File: config.mk
export PLATFORM = sky130hd
export DESIGN_NAME = dtpc_ram
export DESIGN_NICKNAME = d
export VERILOG_FILES = /design/src/rtl/dtpc_ram.sv
export SDC_FILE = /design/constraint.sdc
export NUM_CORES = 1
export LEC_CHECK = 0
export BUFFER_PORTS_ARGS = -buffer_cell sky130_fd_sc_hd__buf_2
export CAP_MARGIN = 40
export CORE_ASPECT_RATIO = 1.25
export CORE_MARGIN = 2
export CORE_UTILIZATION = 54
export DETAILED_ROUTE_END_ITERATION = 10
export PLACE_DENSITY = 0.72
export SYNTH_ARGS = -nofsm -noshare
export SYNTH_HDL_FRONTEND = slang
export SYNTH_SLANG_ARGS = --single-unit
File: constraint.sdc
create_clock -name clk -period 2.19 [get_ports clk]
set_input_delay 0.3285 -clock clk [delete_from_list [all_inputs] [get_ports clk]]
set_output_delay 0.3285 -clock clk [all_outputs]
set_load 0.05 [all_outputs]
File: src/rtl/dtpc_ram.sv
// ----------------------------------------------------------------------------
// dtpc_ram
// generic single-clock ram, one write port, one read port, registered read
// ----------------------------------------------------------------------------
`default_nettype none

module dtpc_ram #(
  parameter int WIDTH = 8,
  parameter int DEPTH = 16
) (
  input  wire logic                     clk,
  input  wire logic                     we,
  input  wire logic [$clog2(DEPTH)-1:0] waddr,
  input  wire logic [WIDTH-1:0]         wdata,
  input  wire logic                     re,
  input  wire logic [$clog2(DEPTH)-1:0] raddr,
  output logic      [WIDTH-1:0]         rdata
);

  logic [WIDTH-1:0] mem [DEPTH];

  always_ff @(posedge clk) begin
    if (we) begin
      mem[waddr] <= wdata;
    end
    if (re) begin
      rdata <= mem[raddr];
    end
  end

endmodule

`default_nettype wire

-- Yosys cells after proc, flatten, opt, wreduce, memory -nomap -nowiden
Memories as Yosys holds them, arrays and structs flattened. A register that Yosys moved wholly into a read port is not among the register bits.
Index checks and enable logic that the tools add are counted.
W data, S select, Z words.
- output and inout port bits: 8
- bits in latches: 0
- memories kept: 1
- register bits after elaboration: 0
- logic and storage cells: 3
- memory bits (read-only): 0
- bits of input ports: 19
- memory bits (writable): 128
- memories (name ; depth ; bits a word ; rd ports ; clocked after memory_dff ; write ports ; line ; RTL):
    mem ; 16 ; 8 ; 1 ; 1 ; 1 ; 20 ; logic [WIDTH-1:0] mem [DEPTH];
- reductions and logical operators: 0
- shift operators: 0
- $lt $le $gt $ge: 0
- bitwise gates (word level): 0
- $mul: 0
- multiplexer cells: 2
- $add $sub $neg: 0
- divide/modulo/power cells: 0
- eq/ne operators: 0
- operators by type and width (kind ; count):
    $mux W1 ; 2

-- Longest topological paths before layout
- depth in word-level cells: 2
- depth in mapped cells: 5
- mapped depth without buffers: 3

-- Worst setup path after synthesis
No wires, ideal clock.
- kind: input to register
- start point: in waddr[2]
- end point: mem mem[0][0] (enable)
- path buffers: 0
- setup slack: 0.369 ns
- stages on the path: 2
- arrival: 1.438 ns
- setup time: 0.383 ns
- required time: 1.807 ns
- path through: or3b_2 > nor3_1
- RTL lines (item ; line ; RTL):
    start: declaration ; 13 ; input wire logic [$clog2(DEPTH)-1:0] waddr,
    end: declaration ; 20 ;
No word-level cell before the write port.

==> results.yml <==
cts:
  insertion_delay_ns: 0.42
  hold_buffers: 0
  root_buffer: "clkbuf_16"
  cts_sinks: 136
  cts_tree: "built"
  post_cts_buffers: 0
  post_cts_resized: 0
  cts_made_buffers: 17
  htree_levels: 4
  path_clk_slew_ns: 0.06
  clockBufferDepth: 2
global_route:
  grt-ovfl-total: 0
  grt_max_degree: 33
  grt_usage_pct: 20.5
  grt_pass1_vias: 2580
  antenna_found_initial: 0
  grt_pass1_wl_um: 14900
floorplan:
  core_area_um2: 9510
  dieWidth_um: 92
  io_pins: 27
  start_util_pct: 55.0
  die_h_um: 114
  die-area_um2: 10500
  rows: 40
detailed_routing:
  routed_wl_um: 9790
  via_per_inst: 5.82
  drt_iter0_drc: 193
  wl_met3_um: 556
  ant_nets: 0
  top_layer: "met4"
  wire_per_inst_um: 23.0
  firstDrtPassIters: 4
  wl_met1_um: 4010
  wl_met2_um: 5110
  drc: 0
  vias: 2481
sta:
  relSlewSlack_pct: 65.0
  skew_ns: 0.00698
  max_freq_mhz: 656
  drv_slew: 0
  fin_crit_ns: 1.52
  min_period_over_period_pct: 69.6
  setup_viol: 0
  worst_pin_slew_ns: 0.523
  finalHoldViolCount: 0
  rsz0062_at_grt: "false"
  fin_tns_setup_ns: 0
pwr:
  p_leak_uw: 0.00216
  power_density_nw_per_um2: 1020
  ir_drop_mv: 0.824
setup_path:
  worstPathRequired_ns: 2.35
  cp_max_fo: 1
  critical_path_class: "register to register"
  worstPathArrival_ns: 1.69
  startpoint_type: "register"
  cp-end-kind: "register"
run_status:
  status: "complete, no violations"
flow_run:
  maxCapViolCount: 0
cells_and_area:
  drive_gt1_share_pct: 33.3
  fill_cells: 617
  final_nets: 306
  layoutNonFillerInstCount: 426
  antenna_cells: 0
  area_growth_pct: 20.6
logic_synthesis:
  yosysSeqAreaShare_pct: 78.1
  ys_ff_latch: 136
  syn_inst: 229
  synthesis.nets: 248
  yosys_warnings: 0
  yosysUniqueCellTypes: 18
  syn-cell-area_um2: 5230
  syn-mean-instance-area_um2: 22.8
min_path:
  hold_path.class: "primary input to register"
place:
  dp_cells: 394
  numPortBuffers: 26
  dp_hpwl_um: 6150
  routabilityCongestion: 0.791
## critical path, cell delays in order (launching register included)
cell and delay, ns:
edfxtp_1 0.38, mux4_1 0.50, a22oi_1 0.31, nand2_1 0.08
## power breakdown
part           internal, uW  total, uW  switching [uW]  leakage [uW]
Clock                  2140       3190            1050      0.000319
Sequential             2930       2950            14.5       0.00124
Combinational           118        313             196      0.000604
Total                  5190       6450            1260       0.00216
## path summary, 6_finish.rpt
kind | cells past startpoint | start | slack [ns] | end
max | 3 | mem[1][0]$_DFFE_PP_ | 0.67 | rdata[0]$_DFFE_PP_
min | 1 | re | 0.28 | rdata[1]$_DFFE_PP_
max reg2reg | 3 | mem[1][0]$_DFFE_PP_ | 0.67 | rdata[0]$_DFFE_PP_
min reg2reg | 3 | mem[14][0]$_DFFE_PP_ | 0.76 | rdata[0]$_DFFE_PP_
## cell families (layout without fill, tap and decap cells)
family                 count (synthesis)  in the layout  share of synthesized area [%]
flip-flops                           136            136                           78.1
AND/OR/NAND/NOR                       35             35                           3.14
multiplexers                          32             32                           14.8
AO/OA/AOI/OAI                         16             16                           2.30
buffers and inverters                 10             81                           1.65
## routing by layer
metal / vias up / global-route usage [%]
met5: - / 0
li1: 1095 / -
met1: 1272 / 27.1
met3: 11 / 5.35
met4: 0 / 7.56
met2: 103 / 33.3
## area by class of cell
class | count | area, um2 | share of cell area, %
Tap cell | 126 | 158 | 2.50
Clock inverter | 15 | 251 | 3.99
Sequential cell | 136 | 4080 | 64.8
Clock buffer | 17 | 425 | 6.75
Multi-Input combinational cell | 83 | 1060 | 16.8
Timing Repair Buffer | 49 | 328 | 5.20
## synth_stat cells, drive strengths merged
cell	number	area, um2
a22oi	16	120
and2	1	6.26
and2b	1	7.51
buf	7	56.3
clkdlybuf4s25	3	30.0
edfxtp	136	4080
mux4	32	773
nand2	9	33.8
nand2b	2	12.5
nand3	1	5.00
nand3b	2	15.0
nor2	13	48.8
nor2b	1	6.26
nor3	4	20.0
or3b	1	8.76
## flip-flops by register name (all words and copies together), names as in the netlist
| name | flops |
|---|---|
| rdata | 8 |
| mem | 128 |
## cell usage in the layout (no fill, tap or decap)
cell type and count:
nor2_1 13, a22oi_1 16, nand2_1 9, mux4_2 18
nor2b_1 1, nand2b_1 2, nor3_1 4, clkinv_4 5
clkbuf_16 17, nand3_1 1, and2b_1 1, buf_4 21
or3b_2 1, buf_2 26, clkinv_2 1, nand3b_1 2
clkinvlp_4 3, buf_12 2, mux4_1 14, edfxtp_1 136
bufinv_16 6, and2_1 1
## metrics by stage
step                      total power, uW  utilization, %  worst slack [ns]  area [um2]  hold WS, ns
after global placement               3310            59.2             0.257        5630        0.701
after floorplan                      3190               -             0.369        5230        0.427
after global routing                 6620            66.3             0.598        6300        0.269
after detailed placement             3320            59.2             0.275        5630        0.707
after CTS                            6480            66.3             0.668        6300        0.269
final                                6450            66.3             0.666        6300        0.278
Power figures use the tool's default switching activity.
